<file path="src/design/legv8_subset_execute_macros.svh">
// Assertion macros for the execute block's top-level RTL file
`ifndef LEGV8_SUBSET_EXECUTE_MACROS_SVH
`define LEGV8_SUBSET_EXECUTE_MACROS_SVH

// Same-cycle implication, clocked on i_clk, disabled in reset
`define LGX_ASSERT_NOW(label, ante, cons, msg) \
    label: assert property (@(posedge i_clk) disable iff (!i_rst_n) (ante) |-> (cons)) \
        else $error(msg);

// Next-cycle implication, clocked on i_clk, disabled in reset
`define LGX_ASSERT_NEXT(label, ante, cons, msg) \
    label: assert property (@(posedge i_clk) disable iff (!i_rst_n) (ante) |=> (cons)) \
        else $error(msg);

`endif

</file>
<file path="src/design/lgx_pkg.sv">
// Package: operation codes, transfer payload types and defaults for the execute block
package lgx_pkg;

    localparam int NUM_REGS_DEF   = 32;
    localparam int MEM_WORDS_DEF  = 32;
    localparam int DATA_WIDTH_DEF = 32;

    localparam int CMD_W     = 4;
    localparam int REG_IDX_W = 5;
    localparam int WORD_W    = 32;

    localparam logic signed [WORD_W-1:0] PC_STEP_SEQ = 32'sd1;

    typedef enum logic [CMD_W-1:0] {
        OP_ADD  = 4'd0,
        OP_ADDI = 4'd1,
        OP_SUB  = 4'd2,
        OP_SUBI = 4'd3,
        OP_ORR  = 4'd4,
        OP_AND  = 4'd5,
        OP_LDUR = 4'd6,
        OP_STUR = 4'd7,
        OP_B    = 4'd8,
        OP_CBZ  = 4'd9
    } t_op;

    typedef struct packed {
        logic [CMD_W-1:0]          cmd;
        logic [REG_IDX_W-1:0]      target_reg;
        logic [REG_IDX_W-1:0]      first_source_reg;
        logic [REG_IDX_W-1:0]      second_source_reg;
        logic signed [WORD_W-1:0]  immediate;
    } t_item;

    typedef struct packed {
        logic signed [WORD_W-1:0]  pc_step;
        logic                      reg_write_enable;
        logic [REG_IDX_W-1:0]      reg_write_index;
        logic signed [WORD_W-1:0]  reg_write_value;
        logic                      mem_write_enable;
        logic [REG_IDX_W-1:0]      mem_write_index;
        logic signed [WORD_W-1:0]  mem_write_value;
    } t_result;

    typedef struct packed {
        logic reg_we;
        logic is_load;
        logic mem_we;
        logic mem_ok;
    } t_exec_flags;

endpackage

</file>
<file path="src/design/lgx_regfile.sv">
// Register file memory: two registered read ports, one write port
module lgx_regfile #(
    parameter int NUM_REGS   = lgx_pkg::NUM_REGS_DEF,
    parameter int DATA_WIDTH = lgx_pkg::DATA_WIDTH_DEF
) (
    input  logic                        i_clk,
    input  logic                        i_rd_en,
    input  logic [$clog2(NUM_REGS)-1:0] i_rd_addr_a,
    input  logic [$clog2(NUM_REGS)-1:0] i_rd_addr_b,
    output logic [DATA_WIDTH-1:0]       o_rd_data_a,
    output logic [DATA_WIDTH-1:0]       o_rd_data_b,
    input  logic                        i_wr_en,
    input  logic [$clog2(NUM_REGS)-1:0] i_wr_addr,
    input  logic [DATA_WIDTH-1:0]       i_wr_data
);
    import lgx_pkg::*;

    logic [DATA_WIDTH-1:0] r_mem [NUM_REGS];
    logic [DATA_WIDTH-1:0] r_rd_a;
    logic [DATA_WIDTH-1:0] r_rd_b;

    always_ff @(posedge i_clk) begin
        if (i_wr_en) begin
            r_mem[i_wr_addr] <= i_wr_data;
        end
        if (i_rd_en) begin
            r_rd_a <= r_mem[i_rd_addr_a];
            r_rd_b <= r_mem[i_rd_addr_b];
        end
    end

    assign o_rd_data_a = r_rd_a;
    assign o_rd_data_b = r_rd_b;

endmodule

</file>
<file path="src/design/lgx_dmem.sv">
// Data memory: one registered read port, one write port
module lgx_dmem #(
    parameter int MEM_WORDS  = lgx_pkg::MEM_WORDS_DEF,
    parameter int DATA_WIDTH = lgx_pkg::DATA_WIDTH_DEF
) (
    input  logic                         i_clk,
    input  logic                         i_rd_en,
    input  logic [$clog2(MEM_WORDS)-1:0] i_rd_addr,
    output logic [DATA_WIDTH-1:0]        o_rd_data,
    input  logic                         i_wr_en,
    input  logic [$clog2(MEM_WORDS)-1:0] i_wr_addr,
    input  logic [DATA_WIDTH-1:0]        i_wr_data
);
    import lgx_pkg::*;

    logic [DATA_WIDTH-1:0] r_mem [MEM_WORDS];
    logic [DATA_WIDTH-1:0] r_rd;

    always_ff @(posedge i_clk) begin
        if (i_wr_en) begin
            r_mem[i_wr_addr] <= i_wr_data;
        end
        if (i_rd_en) begin
            r_rd <= r_mem[i_rd_addr];
        end
    end

    assign o_rd_data = r_rd;

endmodule

</file>
<file path="src/design/lgx_alu.sv">
// Execute logic: ALU result, word address and range check, branch step
module lgx_alu #(
    parameter int MEM_WORDS  = lgx_pkg::MEM_WORDS_DEF,
    parameter int DATA_WIDTH = lgx_pkg::DATA_WIDTH_DEF
) (
    input  logic [lgx_pkg::CMD_W-1:0]         i_cmd,
    input  logic                              i_rt_ok,
    input  logic [DATA_WIDTH-1:0]             i_a,
    input  logic [DATA_WIDTH-1:0]             i_b,
    input  logic signed [lgx_pkg::WORD_W-1:0] i_imm,
    output lgx_pkg::t_exec_flags              o_flags,
    output logic [DATA_WIDTH-1:0]             o_result,
    output logic [DATA_WIDTH-1:0]             o_addr,
    output logic signed [lgx_pkg::WORD_W-1:0] o_pc_step
);
    import lgx_pkg::*;

    localparam int MAW  = $clog2(MEM_WORDS);
    localparam int CMPW = (DATA_WIDTH > MAW + 1) ? DATA_WIDTH : MAW + 1;

    logic [DATA_WIDTH-1:0] imm_d;
    logic [DATA_WIDTH-1:0] addr;
    logic                  addr_ok;
    logic                  we;

    always_comb begin
        imm_d   = DATA_WIDTH'(i_imm);
        addr    = i_a + imm_d;
        addr_ok = !addr[DATA_WIDTH-1] && (CMPW'(addr) < CMPW'(MEM_WORDS));

        we        = 1'b0;
        o_result  = '0;
        o_pc_step = PC_STEP_SEQ;
        o_flags   = '0;

        case (i_cmd)
            OP_ADD: begin
                we       = 1'b1;
                o_result = i_a + i_b;
            end
            OP_ADDI: begin
                we       = 1'b1;
                o_result = i_a + imm_d;
            end
            OP_SUB: begin
                we       = 1'b1;
                o_result = i_a - i_b;
            end
            OP_SUBI: begin
                we       = 1'b1;
                o_result = i_a - imm_d;
            end
            OP_ORR: begin
                we       = 1'b1;
                o_result = i_a | i_b;
            end
            OP_AND: begin
                we       = 1'b1;
                o_result = i_a & i_b;
            end
            OP_LDUR: begin
                we              = 1'b1;
                o_flags.is_load = 1'b1;
            end
            OP_STUR: begin
                o_flags.mem_we = addr_ok;
            end
            OP_B: begin
                o_pc_step = i_imm;
            end
            OP_CBZ: begin
                if (i_b == '0) begin
                    o_pc_step = i_imm;
                end
            end
            default: begin
                we = 1'b0;
            end
        endcase

        o_flags.reg_we = we && i_rt_ok;
        o_flags.mem_ok = addr_ok;
        o_addr         = addr;
    end

endmodule

</file>
<file path="src/design/legv8_subset_execute.sv">
// Top level: three-stage executor for a small LEGv8-style instruction subset
//
// Input channel i_in_valid / o_in_stall / i_in_data carries one decoded
// instruction per transfer; output channel o_out_valid / i_out_stall /
// o_out_data carries its result: register write, memory write, pc step.
// Stages: operand read (registered register-file ports, bypass from the
// two older writes), execute with data-memory read and store, then the
// result register. One instruction is taken every cycle while neither the
// output stall nor the clearing pass holds the input back.
// Reset clears the pipeline, then a clearing pass zeroes the register file
// and data memory, one word a cycle, over max(NUM_REGS, MEM_WORDS) words
// (32 by default) with o_in_stall high.
// When the receiver stalls, the result holds and empty stages still fill;
// o_in_stall rises once all three stages hold an item.
`include "legv8_subset_execute_macros.svh"

module legv8_subset_execute #(
    parameter int NUM_REGS   = lgx_pkg::NUM_REGS_DEF,
    parameter int MEM_WORDS  = lgx_pkg::MEM_WORDS_DEF,
    parameter int DATA_WIDTH = lgx_pkg::DATA_WIDTH_DEF
) (
    input  logic             i_clk,
    input  logic             i_rst_n,
    input  logic             i_in_valid,
    output logic             o_in_stall,
    input  lgx_pkg::t_item   i_in_data,
    output logic             o_out_valid,
    input  logic             i_out_stall,
    output lgx_pkg::t_result o_out_data
);
    import lgx_pkg::*;

    localparam int RAW       = $clog2(NUM_REGS);
    localparam int MAW       = $clog2(MEM_WORDS);
    localparam int CLR_DEPTH = (NUM_REGS > MEM_WORDS) ? NUM_REGS : MEM_WORDS;
    localparam int CLW       = $clog2(CLR_DEPTH);
    localparam int IDXCW     = REG_IDX_W + 1;

    function automatic logic reg_ok(input logic [REG_IDX_W-1:0] idx);
        reg_ok = {1'b0, idx} < IDXCW'(NUM_REGS);
    endfunction

    function automatic logic uses_rm(input logic [CMD_W-1:0] cmd);
        uses_rm = (cmd == OP_ADD) || (cmd == OP_SUB) || (cmd == OP_ORR) || (cmd == OP_AND);
    endfunction

    logic                  r_clr_busy;
    logic [CLW-1:0]        r_clr_idx;
    logic                  clr_rf_we;
    logic                  clr_dm_we;

    logic                  r_s1_v;
    t_item                 r_s1;
    logic                  r_s2_v;
    t_exec_flags           r_s2_flags;
    logic [REG_IDX_W-1:0]  r_s2_widx;
    logic [DATA_WIDTH-1:0] r_s2_val;
    logic signed [WORD_W-1:0] r_s2_pc;
    logic [REG_IDX_W-1:0]  r_s2_mem_idx;
    logic [DATA_WIDTH-1:0] r_s2_mem_val;
    logic                  r_out_v;
    t_result               r_out;

    logic                  r_lw_v;
    logic [REG_IDX_W-1:0]  r_lw_idx;
    logic [DATA_WIDTH-1:0] r_lw_val;

    logic                  adv_out;
    logic                  adv_s2;
    logic                  adv_s1;
    logic                  s1_take;

    logic [REG_IDX_W-1:0]  acc_b_idx;
    logic [REG_IDX_W-1:0]  s1_b_idx;
    logic [DATA_WIDTH-1:0] rf_a;
    logic [DATA_WIDTH-1:0] rf_b;
    logic [DATA_WIDTH-1:0] op_a;
    logic [DATA_WIDTH-1:0] op_b;

    t_exec_flags           ex_flags;
    logic [DATA_WIDTH-1:0] ex_result;
    logic [DATA_WIDTH-1:0] ex_addr;
    logic signed [WORD_W-1:0] ex_pc;

    logic [DATA_WIDTH-1:0] dm_q;
    logic [DATA_WIDTH-1:0] s2_wval;
    logic                  wb_we;
    t_result               n_out;

    logic                  rf_we;
    logic [RAW-1:0]        rf_waddr;
    logic [DATA_WIDTH-1:0] rf_wdata;
    logic                  dm_we;
    logic [MAW-1:0]        dm_waddr;
    logic [DATA_WIDTH-1:0] dm_wdata;

    // Stage flow
    assign adv_out    = !r_out_v || !i_out_stall;
    assign adv_s2     = !r_s2_v || adv_out;
    assign adv_s1     = !r_s1_v || adv_s2;
    assign s1_take    = adv_s1 && !r_clr_busy;
    assign o_in_stall = !adv_s1 || r_clr_busy;

    // Clearing pass
    assign clr_rf_we = r_clr_busy && ((CLW + 1)'(r_clr_idx) < (CLW + 1)'(NUM_REGS));
    assign clr_dm_we = r_clr_busy && ((CLW + 1)'(r_clr_idx) < (CLW + 1)'(MEM_WORDS));

    // Operand read and bypass
    assign acc_b_idx = uses_rm(i_in_data.cmd) ? i_in_data.second_source_reg
                                              : i_in_data.target_reg;
    assign s1_b_idx  = uses_rm(r_s1.cmd) ? r_s1.second_source_reg : r_s1.target_reg;

    assign s2_wval = r_s2_flags.is_load ? (r_s2_flags.mem_ok ? dm_q : '0) : r_s2_val;
    assign wb_we   = r_s2_v && adv_out && r_s2_flags.reg_we;

    function automatic logic [DATA_WIDTH-1:0] fwd_val(
        input logic [REG_IDX_W-1:0]  idx,
        input logic [DATA_WIDTH-1:0] rdata
    );
        if (!reg_ok(idx)) begin
            fwd_val = '0;
        end else if (r_s2_v && r_s2_flags.reg_we && (r_s2_widx == idx)) begin
            fwd_val = s2_wval;
        end else if (r_lw_v && (r_lw_idx == idx)) begin
            fwd_val = r_lw_val;
        end else begin
            fwd_val = rdata;
        end
    endfunction

    always_comb begin
        op_a = fwd_val(r_s1.first_source_reg, rf_a);
        op_b = fwd_val(s1_b_idx, rf_b);
    end

    // Memory write ports
    always_comb begin
        rf_we    = clr_rf_we || wb_we;
        rf_waddr = r_clr_busy ? r_clr_idx[RAW-1:0] : r_s2_widx[RAW-1:0];
        rf_wdata = r_clr_busy ? '0 : s2_wval;
        dm_we    = clr_dm_we || (r_s1_v && adv_s2 && ex_flags.mem_we);
        dm_waddr = r_clr_busy ? r_clr_idx[MAW-1:0] : ex_addr[MAW-1:0];
        dm_wdata = r_clr_busy ? '0 : op_b;
    end

    lgx_regfile #(
        .NUM_REGS   (NUM_REGS),
        .DATA_WIDTH (DATA_WIDTH)
    ) u_regfile (
        .i_clk       (i_clk),
        .i_rd_en     (s1_take),
        .i_rd_addr_a (i_in_data.first_source_reg[RAW-1:0]),
        .i_rd_addr_b (acc_b_idx[RAW-1:0]),
        .o_rd_data_a (rf_a),
        .o_rd_data_b (rf_b),
        .i_wr_en     (rf_we),
        .i_wr_addr   (rf_waddr),
        .i_wr_data   (rf_wdata)
    );

    lgx_alu #(
        .MEM_WORDS  (MEM_WORDS),
        .DATA_WIDTH (DATA_WIDTH)
    ) u_alu (
        .i_cmd     (r_s1.cmd),
        .i_rt_ok   (reg_ok(r_s1.target_reg)),
        .i_a       (op_a),
        .i_b       (op_b),
        .i_imm     (r_s1.immediate),
        .o_flags   (ex_flags),
        .o_result  (ex_result),
        .o_addr    (ex_addr),
        .o_pc_step (ex_pc)
    );

    lgx_dmem #(
        .MEM_WORDS  (MEM_WORDS),
        .DATA_WIDTH (DATA_WIDTH)
    ) u_dmem (
        .i_clk     (i_clk),
        .i_rd_en   (adv_s2),
        .i_rd_addr (ex_addr[MAW-1:0]),
        .o_rd_data (dm_q),
        .i_wr_en   (dm_we),
        .i_wr_addr (dm_waddr),
        .i_wr_data (dm_wdata)
    );

    // Result formatting
    always_comb begin
        n_out                  = '0;
        n_out.pc_step          = r_s2_pc;
        n_out.reg_write_enable = r_s2_flags.reg_we;
        n_out.mem_write_enable = r_s2_flags.mem_we;
        if (r_s2_flags.reg_we) begin
            n_out.reg_write_index = r_s2_widx;
            n_out.reg_write_value = WORD_W'($signed(s2_wval));
        end
        if (r_s2_flags.mem_we) begin
            n_out.mem_write_index = r_s2_mem_idx;
            n_out.mem_write_value = WORD_W'($signed(r_s2_mem_val));
        end
    end

    always_ff @(posedge i_clk) begin
        if (!i_rst_n) begin
            r_clr_busy <= 1'b1;
            r_clr_idx  <= '0;
            r_s1_v     <= 1'b0;
            r_s2_v     <= 1'b0;
            r_out_v    <= 1'b0;
            r_lw_v     <= 1'b0;
        end else begin
            if (r_clr_busy) begin
                r_clr_idx <= r_clr_idx + 1'b1;
                if (r_clr_idx == CLW'(CLR_DEPTH - 1)) begin
                    r_clr_busy <= 1'b0;
                end
            end
            if (s1_take) begin
                r_s1_v <= i_in_valid;
            end else if (adv_s1) begin
                r_s1_v <= 1'b0;
            end
            if (adv_s2) begin
                r_s2_v <= r_s1_v;
            end
            if (adv_out) begin
                r_out_v <= r_s2_v;
            end
            if (wb_we) begin
                r_lw_v <= 1'b1;
            end
        end
    end

    always_ff @(posedge i_clk) begin
        if (s1_take) begin
            r_s1 <= i_in_data;
        end
        if (adv_s2) begin
            r_s2_flags   <= ex_flags;
            r_s2_widx    <= r_s1.target_reg;
            r_s2_val     <= ex_result;
            r_s2_pc      <= ex_pc;
            r_s2_mem_idx <= ex_addr[REG_IDX_W-1:0];
            r_s2_mem_val <= op_b;
        end
        if (adv_out) begin
            r_out <= n_out;
        end
        if (wb_we) begin
            r_lw_idx <= r_s2_widx;
            r_lw_val <= s2_wval;
        end
    end

    assign o_out_valid = r_out_v;
    assign o_out_data  = r_out;

    `LGX_ASSERT_NOW(a_clr_no_take, r_clr_busy, o_in_stall, "transfer taken during clearing pass")
    `LGX_ASSERT_NOW(a_clr_empty, r_clr_busy, !r_s1_v && !r_s2_v && !r_out_v, "stage busy in clear")
    `LGX_ASSERT_NEXT(a_s1_hold, r_s1_v && !adv_s2, r_s1_v && $stable(r_s1), "operand stage lost")
    `LGX_ASSERT_NEXT(a_s2_to_out, r_s2_v && adv_out, r_out_v, "execute stage result dropped")

endmodule
</file>
<file path="config.mk">
export PLATFORM = sky130hd
export DESIGN_NAME = legv8_subset_execute
export DESIGN_NICKNAME = d
export VERILOG_FILES = /design/src/design/lgx_pkg.sv /design/src/design/lgx_regfile.sv /design/src/design/lgx_dmem.sv /design/src/design/lgx_alu.sv /design/src/design/legv8_subset_execute.sv
export VERILOG_INCLUDE_DIRS = /design/src /design/src/design
export SDC_FILE = /design/constraint.sdc
export NUM_CORES = 2
export LEC_CHECK = 0
export BUFFER_PORTS_ARGS = -buffer_cell sky130_fd_sc_hd__buf_2
export CAP_MARGIN = 5
export CORE_ASPECT_RATIO = 0.7
export CORE_UTILIZATION = 36
export CTS_CLUSTER_DIAMETER = 200
export DETAILED_ROUTE_END_ITERATION = 16
export GPL_TIMING_DRIVEN = 1
export PLACE_DENSITY = 0.53
export SLEW_MARGIN = 20
export SYNTH_ARGS = -nofsm -noshare
export SYNTH_HDL_FRONTEND = slang
export SYNTH_HIERARCHICAL = 1
export SYNTH_SLANG_ARGS = --single-unit
</file>
<file path="constraint.sdc">
create_clock -name i_clk -period 14.4 [get_ports i_clk]
set_clock_uncertainty 0.15 [all_clocks]
set_input_delay 3.6 -clock i_clk [delete_from_list [all_inputs] [get_ports i_clk]]
set_output_delay 3.6 -clock i_clk [all_outputs]
set_load 0.02 [all_outputs]
</file>
# Word level (Yosys, flattened, before mapping)

Memory sizes are Yosys's and may differ from the RTL's. A register that Yosys moved wholly into a read port is not among the register bits.
Index checks and enable logic that the tools add are counted.

Add/subtract/negate cells: 5
Order comparisons: 1
Eq/ne operators: 17
Muxes and demuxes: 26
Bitwise logic cells: 2
Reduce and logical (&&, ||, !) cells: 35

Operators with widths:

| operator                                                               | number |
|---|---|
| 32-bit 2-to-1 mux                                                      | 9 |
| 32-bit case mux with 6 select lines                                    | 1 |
| 32-bit adder                                                           | 2 |
| 32-bit case mux with 2 select lines                                    | 1 |
| 32-bit subtractor                                                      | 2 |
| 32-bit AND                                                             | 1 |
| 32-bit zero test                                                       | 1 |
| 32-bit by 6-bit < comparator with 1-bit output (second input constant) | 1 |
| 32-bit OR                                                              | 1 |
| 4-bit by 3-bit equality test with 1-bit output (second input constant) | 6 |
| 5-bit equality test                                                    | 4 |
| 5-bit 2-to-1 mux                                                       | 4 |
| 4-bit by 2-bit equality test with 1-bit output (second input constant) | 3 |
| 1-bit logical OR                                                       | 12 |
| 1-bit logical AND                                                      | 11 |
| 1-bit 2-to-1 mux                                                       | 11 |
| 4-bit equality test (second input constant)                            | 2 |
| 4-bit zero test                                                        | 2 |
| 1-bit zero test                                                        | 7 |
| 7-bit OR reduction                                                     | 1 |
| 5-bit by 1-bit adder with 5-bit output (second input constant)         | 1 |
| 5-bit equality test (second input constant)                            | 1 |
| 4-bit by 1-bit equality test with 1-bit output (second input constant) | 1 |
| 2-bit nonzero test                                                     | 1 |

Bits in registers: 316
Bits in writable memories: 2048
Bits of input ports: 55
Output and inout port bits: 110
Logic and storage cells: 117
Memories kept: 2

Memories:

| name            | depth | bits a word | rd ports | clocked after memory_dff | write ports | RTL line          | text |
|---|---|---|---|---|---|---|---|
| u_dmem.r_mem    | 32    | 32          | 1        | 1                        | 1           | lgx_dmem.sv:16    | `logic [DATA_WIDTH-1:0] r_mem [MEM_WORDS];` |
| u_regfile.r_mem | 32    | 32          | 2        | 2                        | 1           | lgx_regfile.sv:18 | `logic [DATA_WIDTH-1:0] r_mem [NUM_REGS];` |

# Longest topological paths before layout

Depth after elaboration: 12
Mapped depth: 29
Gate-level depth less buffers: 28

# Cells and area by module

The synthesis kept the hierarchy.

Modules (own cells, without submodules):

| module               | instances | cells each | area each (um^2) | sequential area each (um^2) |
|---|---|---|---|---|
| lgx_regfile          | 1         | 3450       | 50711.1          | 32671.3 |
| lgx_dmem             | 1         | 2260       | 40805.4          | 31710.4 |
| legv8_subset_execute | 1         | 948        | 13295.3          | 9389.0 |
| lgx_alu              | 1         | 893        | 5758.0           | 0.0 |

# Worst setup path before layout

Ideal clock, no wire load.

Kind: input-to-reg
Start: in i_out_stall
End: mem u_regfile/r_mem[28][0] (netlist bit) (enable)
Library setup time: 421 ps
Arrival: 7890 ps
Data required time: 13829 ps
Setup slack: 5939 ps
Stages on the path: 5
Path buffers: 1
Cell sequence: a21oi_1 or2_2 or3b_2 clkbuf_1 nor2_1

Word-level cells in the longest chain between the ends: 7

RTL lines:

| what                                   | RTL line                    | text |
|---|---|---|
| from (decl)                            | legv8_subset_execute.sv:28  | `input logic i_out_stall,` |
| 1-bit zero test                        | legv8_subset_execute.sv:98  | `assign adv_out = !r_out_v \|\| !i_out_stall;` |
| 1-bit logical OR                       | legv8_subset_execute.sv:98  |  |
| 1-bit logical AND (2 in series)        | legv8_subset_execute.sv:114 | `assign wb_we = r_s2_v && adv_out && r_s2_flags.reg_we;` |
| 1-bit logical OR                       | legv8_subset_execute.sv:138 | `rf_we = clr_rf_we \|\| wb_we;` |
| named net rf_we                        | legv8_subset_execute.sv:90  | `logic rf_we;` |
| 1-bit 2-to-1 mux                       | lgx_regfile.sv:23           | `if (i_wr_en) begin` |
| 1-bit 2-to-1 mux (implied by the code) | lgx_regfile.sv:24           | `r_mem[i_wr_addr] <= i_wr_data;` |
| to (decl)                              | lgx_regfile.sv:18           |  |

The timed path passes the listed nets, and every way through them passes these cells.

==> impl_summary.txt <==
----------------------------------------------------
[Power]
  Maximum VDD drop ... 111 uV
  Leak ... 47.3 nW
  Power per cell area ... 121 nW/um2

[Clock tree]
  CTS Sinks ... 2,460
  Clock tree root buffer cell ... clkbuf_16
  Clk_lat worst skew ... 970 ps
  TritonCTS clock tree ... done
  Level count of the clock H-tree ... 4
  Number of clock buffers inserted by TritonCTS ... 247
  Post-CTS Setup Repair Bufs ... 0
  Clock input transition at the sequential cells of the worst setup and hold paths ... 70 ps
  Quantity of hold-fixing buffers added after cts ... 0
  Number of instances resized during post-cts repair ... 0
  Clock Path Buffers ... 4

[Placement]
  Count of buffers inserted at the top-level ports ... 164
  HPWL reported at the end of detailed placement ... 234,000 um
  Final weighted congestion in routability-driven placement ... 0.961

[Drt]
  Final WL ... 378,000 um
  Routed wire per std cell ... 31.6 um
  Vias post-DR ... 70.3k
  Vias per inst ... 5.88
  Number of nets with antenna violations after routing ... 0
  Total iterations of the first detailed-routing run ... 9
  Drt initial violations ... 9,067
  DRC violation count after routing ... 0

[Yosys]
  Distinct cells, synth ... 85
  Count of yosys warnings during synthesis ... 6
  Top-area cell type share of the netlist area ... 66.5%
  Count of flip-flops with a built-in enable after synthesis ... 2,450
  Post-Synthesis Cell Area ... 111,000 um2
  Syn Area/Cell ... 14.6 um2
  Leading post-synthesis cells by cell area ... edfxtp_1 67%, mux2i_1 15%, a22oi_1 2.0%
  Gate Count Post-Synth ... 7,551
  Cell type with the highest aggregate area in the netlist ... edfxtp_1
  FFs w/ async S/R, synth ... 0%
  Number of synthesized register bits ... 2,460
  Nets in the synthesized netlist ... 7,673
  Post-synthesis sequential area ratio ... 66.7%
  Most common flop cell mapped by yosys ... edfxtp_1

[Global route]
  Vias in the first global route ... 66.1k
  Wire length of the first global-routing pass ... 523,000 um
  Antenna violations before repair ... 51
  Aggregate global routing overflow ... 0
  Pin count of the biggest net entering global routing ... 113
  All-Layer GR Usage ... 23.6%

[Finish]
  Layout-stage area growth over the synthesis result ... 13.3%
  Area of the multi-input gates ... 34,800 um2
  Final #Nets ... 7,846
  Sequential cell area ... 73,800 um2
  Share of cells above drive strength 1 ... 12.5%
  Filler instances ... 27.5k

[Floorplanning]
  Floorplan Core Area ... 304,000 um2
  Num ports ... 165
  Die extent in x ... 664 um
  Initial Util ... 36.3%
  Die span in y ... 466 um
  Row cnt ... 169
  Die Footprint ... 309,000 um2

[Timing]
  Min Tclk post-route ... 10,030 ps
  Hold Slack ... 265 ps
  Setup repair after global routing missed its margin ... false
  Setup Viol. Count Final ... 0
  Fin Setup TNS ... 0 ps
  Hold violation total from the final report ... 0
  Final slew viol count ... 0
  Final period util ... 69.7%
  Worst slew slack as a fraction of its limit ... 22.5%
  Worst-Margin Slew ... 1160 ps
  Max Clk Rate ... 99.7 MHz

[Status]
  Status ... completed

[Worst hold path]
  Tightest Hold Check Type ... flop to flop

[Flow run]
  Reported max-cap violation count ... 0

[Worst setup path]
  Reg2Reg Setup Slack ... 4370 ps
  Capturing element type of the critical path ... flop
  Worst Path Arrival ... 10,470 ps
  Type of element launching the critical path ... flop
  Crit path kind ... flop to flop
  Maximum net fanout on the critical path ... 34
  Worst endpoint required time ... 14,840 ps

----------------------------------------------------
registers in the layout, summed over array words and instances, names as in the netlist, 2 cells and up:
name / cells
u_regfile/r_mem: 1024
u_dmem/r_mem: 1024
r_s2_widx: 5
r_s2_val: 32
r_s2_pc: 32
u_dmem/o_rd_data: 32
n_out: 2
r_s2_mem_val: 32
o_out_data: 108
u_regfile/o_rd_data_a: 32
r_s1: 51
r_s2_flags: 2
r_clr_idx: 5
r_lw_val: 32
r_s2_mem_idx: 5
u_regfile/o_rd_data_b: 32
r_lw_idx: 5
per-stage QoR:
step	instance area, um2	setup WS (ps)	instances	power, mW	utilization (%)
after global routing	125000	3760	11900	15.5	41.2
after global placement	117000	4590	11500	8.77	38.3
after detailed placement	117000	4400	11500	8.77	38.4
after floorplan	111000	5940	7551	8.49	-
after CTS	125000	4310	11900	15.2	41.0
final	125000	4370	12000	15.1	41.2
synth_stat cells, types with 46 or more instances:
master    count
edfxtp_1   2450
mux2i_1    1606
a21oi_1     446
nand2_1     428
nand3_1     308
a22oi_1     301
clkbuf_1    215
a22o_1      198
nor2_1      189
and2_1      117
nor3_1      117
o21ai_0     116
inv_1       111
a31oi_1     105
buf_2       104
buf_4        81
buf_6        67
ha_1         65
a21o_1       55
o31ai_1      46
kinds of logic (layout without fill, tap and decap cells):
kind of cell               count (synthesis)  in the layout  share of synthesized area, %
DFF                                     2460           2460                          66.7
muxes                                   1644           1644                          14.9
AOI/OAI and AO/OA                       1427           1427                          8.63
and+or+nand+nor                         1288           1288                          5.50
buffers and inverters                    592            965                          2.88
xor gates and xnor gates                  72             72                         0.570
adders and majority gates                 67             67                         0.772
other                                      1             20                       0.00339
worst paths after layout:
| path | start | end | cells after the start |
|---|---|---|---|
| worst min-delay path | r_s2_pc[9] | o_out_data[85] | 0 |
| worst min register to register | r_s2_pc[9] | o_out_data[85] | 0 |
| worst max register to register | r_s2_flags[2] | u_dmem/r_mem[21][21] | 23 |
| worst max-delay path | r_s2_flags[2] | u_dmem/r_mem[21][21] | 23 |
metal layers:
metal | up-vias | track usage, % | routed length, um | share of wire, %
met3 | 522 | 4.67 | 35100 | 9.3
met4 | 8 | 5.62 | 8790 | 2.3
met1 | 36500 | 37.0 | 178000 | 47
li1 | 29900 | - | - | -
met5 | - | 0 | 53 | 0.014
met2 | 3424 | 33.2 | 156000 | 41
cell usage in the layout (no fill, tap or decap), types with 109 or more instances in the layout:
cell type / synthesis / layout
buf_2: 104 / 163
edfxtp_1: 2450 / 2450
o21ai_0: 116 / 115
a22oi_1: 301 / 301
nand3_1: 308 / 308
and2_1: 117 / 114
nor3_1: 117 / 116
a22o_1: 198 / 197
mux2i_1: 1606 / 1603
a21oi_1: 446 / 413
buf_4: 81 / 202
inv_1: 111 / 109
nand2_1: 428 / 424
clkbuf_16: 0 / 248
power breakdown:
group          total, mW  internal, mW  switching (mW)
Combinational      0.775         0.248           0.527
Clock               6.49          3.67            2.83
Sequential          7.86          7.84          0.0203
area by class of cell:
type,instances,area share [%]
Multi-Input combinational cell,4499,27.8
Sequential cell,2460,58.9
Antenna cell,19,0.0379
Clock buffer,292,5.09
Inverter,112,0.344
Tap cell,4018,4.01
Timing Repair Buffer,404,2.57
Clock inverter,157,1.27
worst max-delay path, cell delays in order (launching register included):
cell	delay [ps]
edfxtp_1	320
buf_4	490
and2_1	480
buf_4	470
nand2_1	140
o21a_1	180
o21ai_0	640
ha_1	480
a2111oi_0	430
o21ai_0	330
a22oi_1	400
a2111oi_0	170
buf_4	180
nor2_1	380
o21bai_1	160
xor2_1	190
nor4_1	440
and4b_1	330
nor4bb_1	710
nand2_1	120
o21ai_0	520
nand3b_1	750
nor2_4	710
buf_4	440
(Power assumes the default switching activity.)
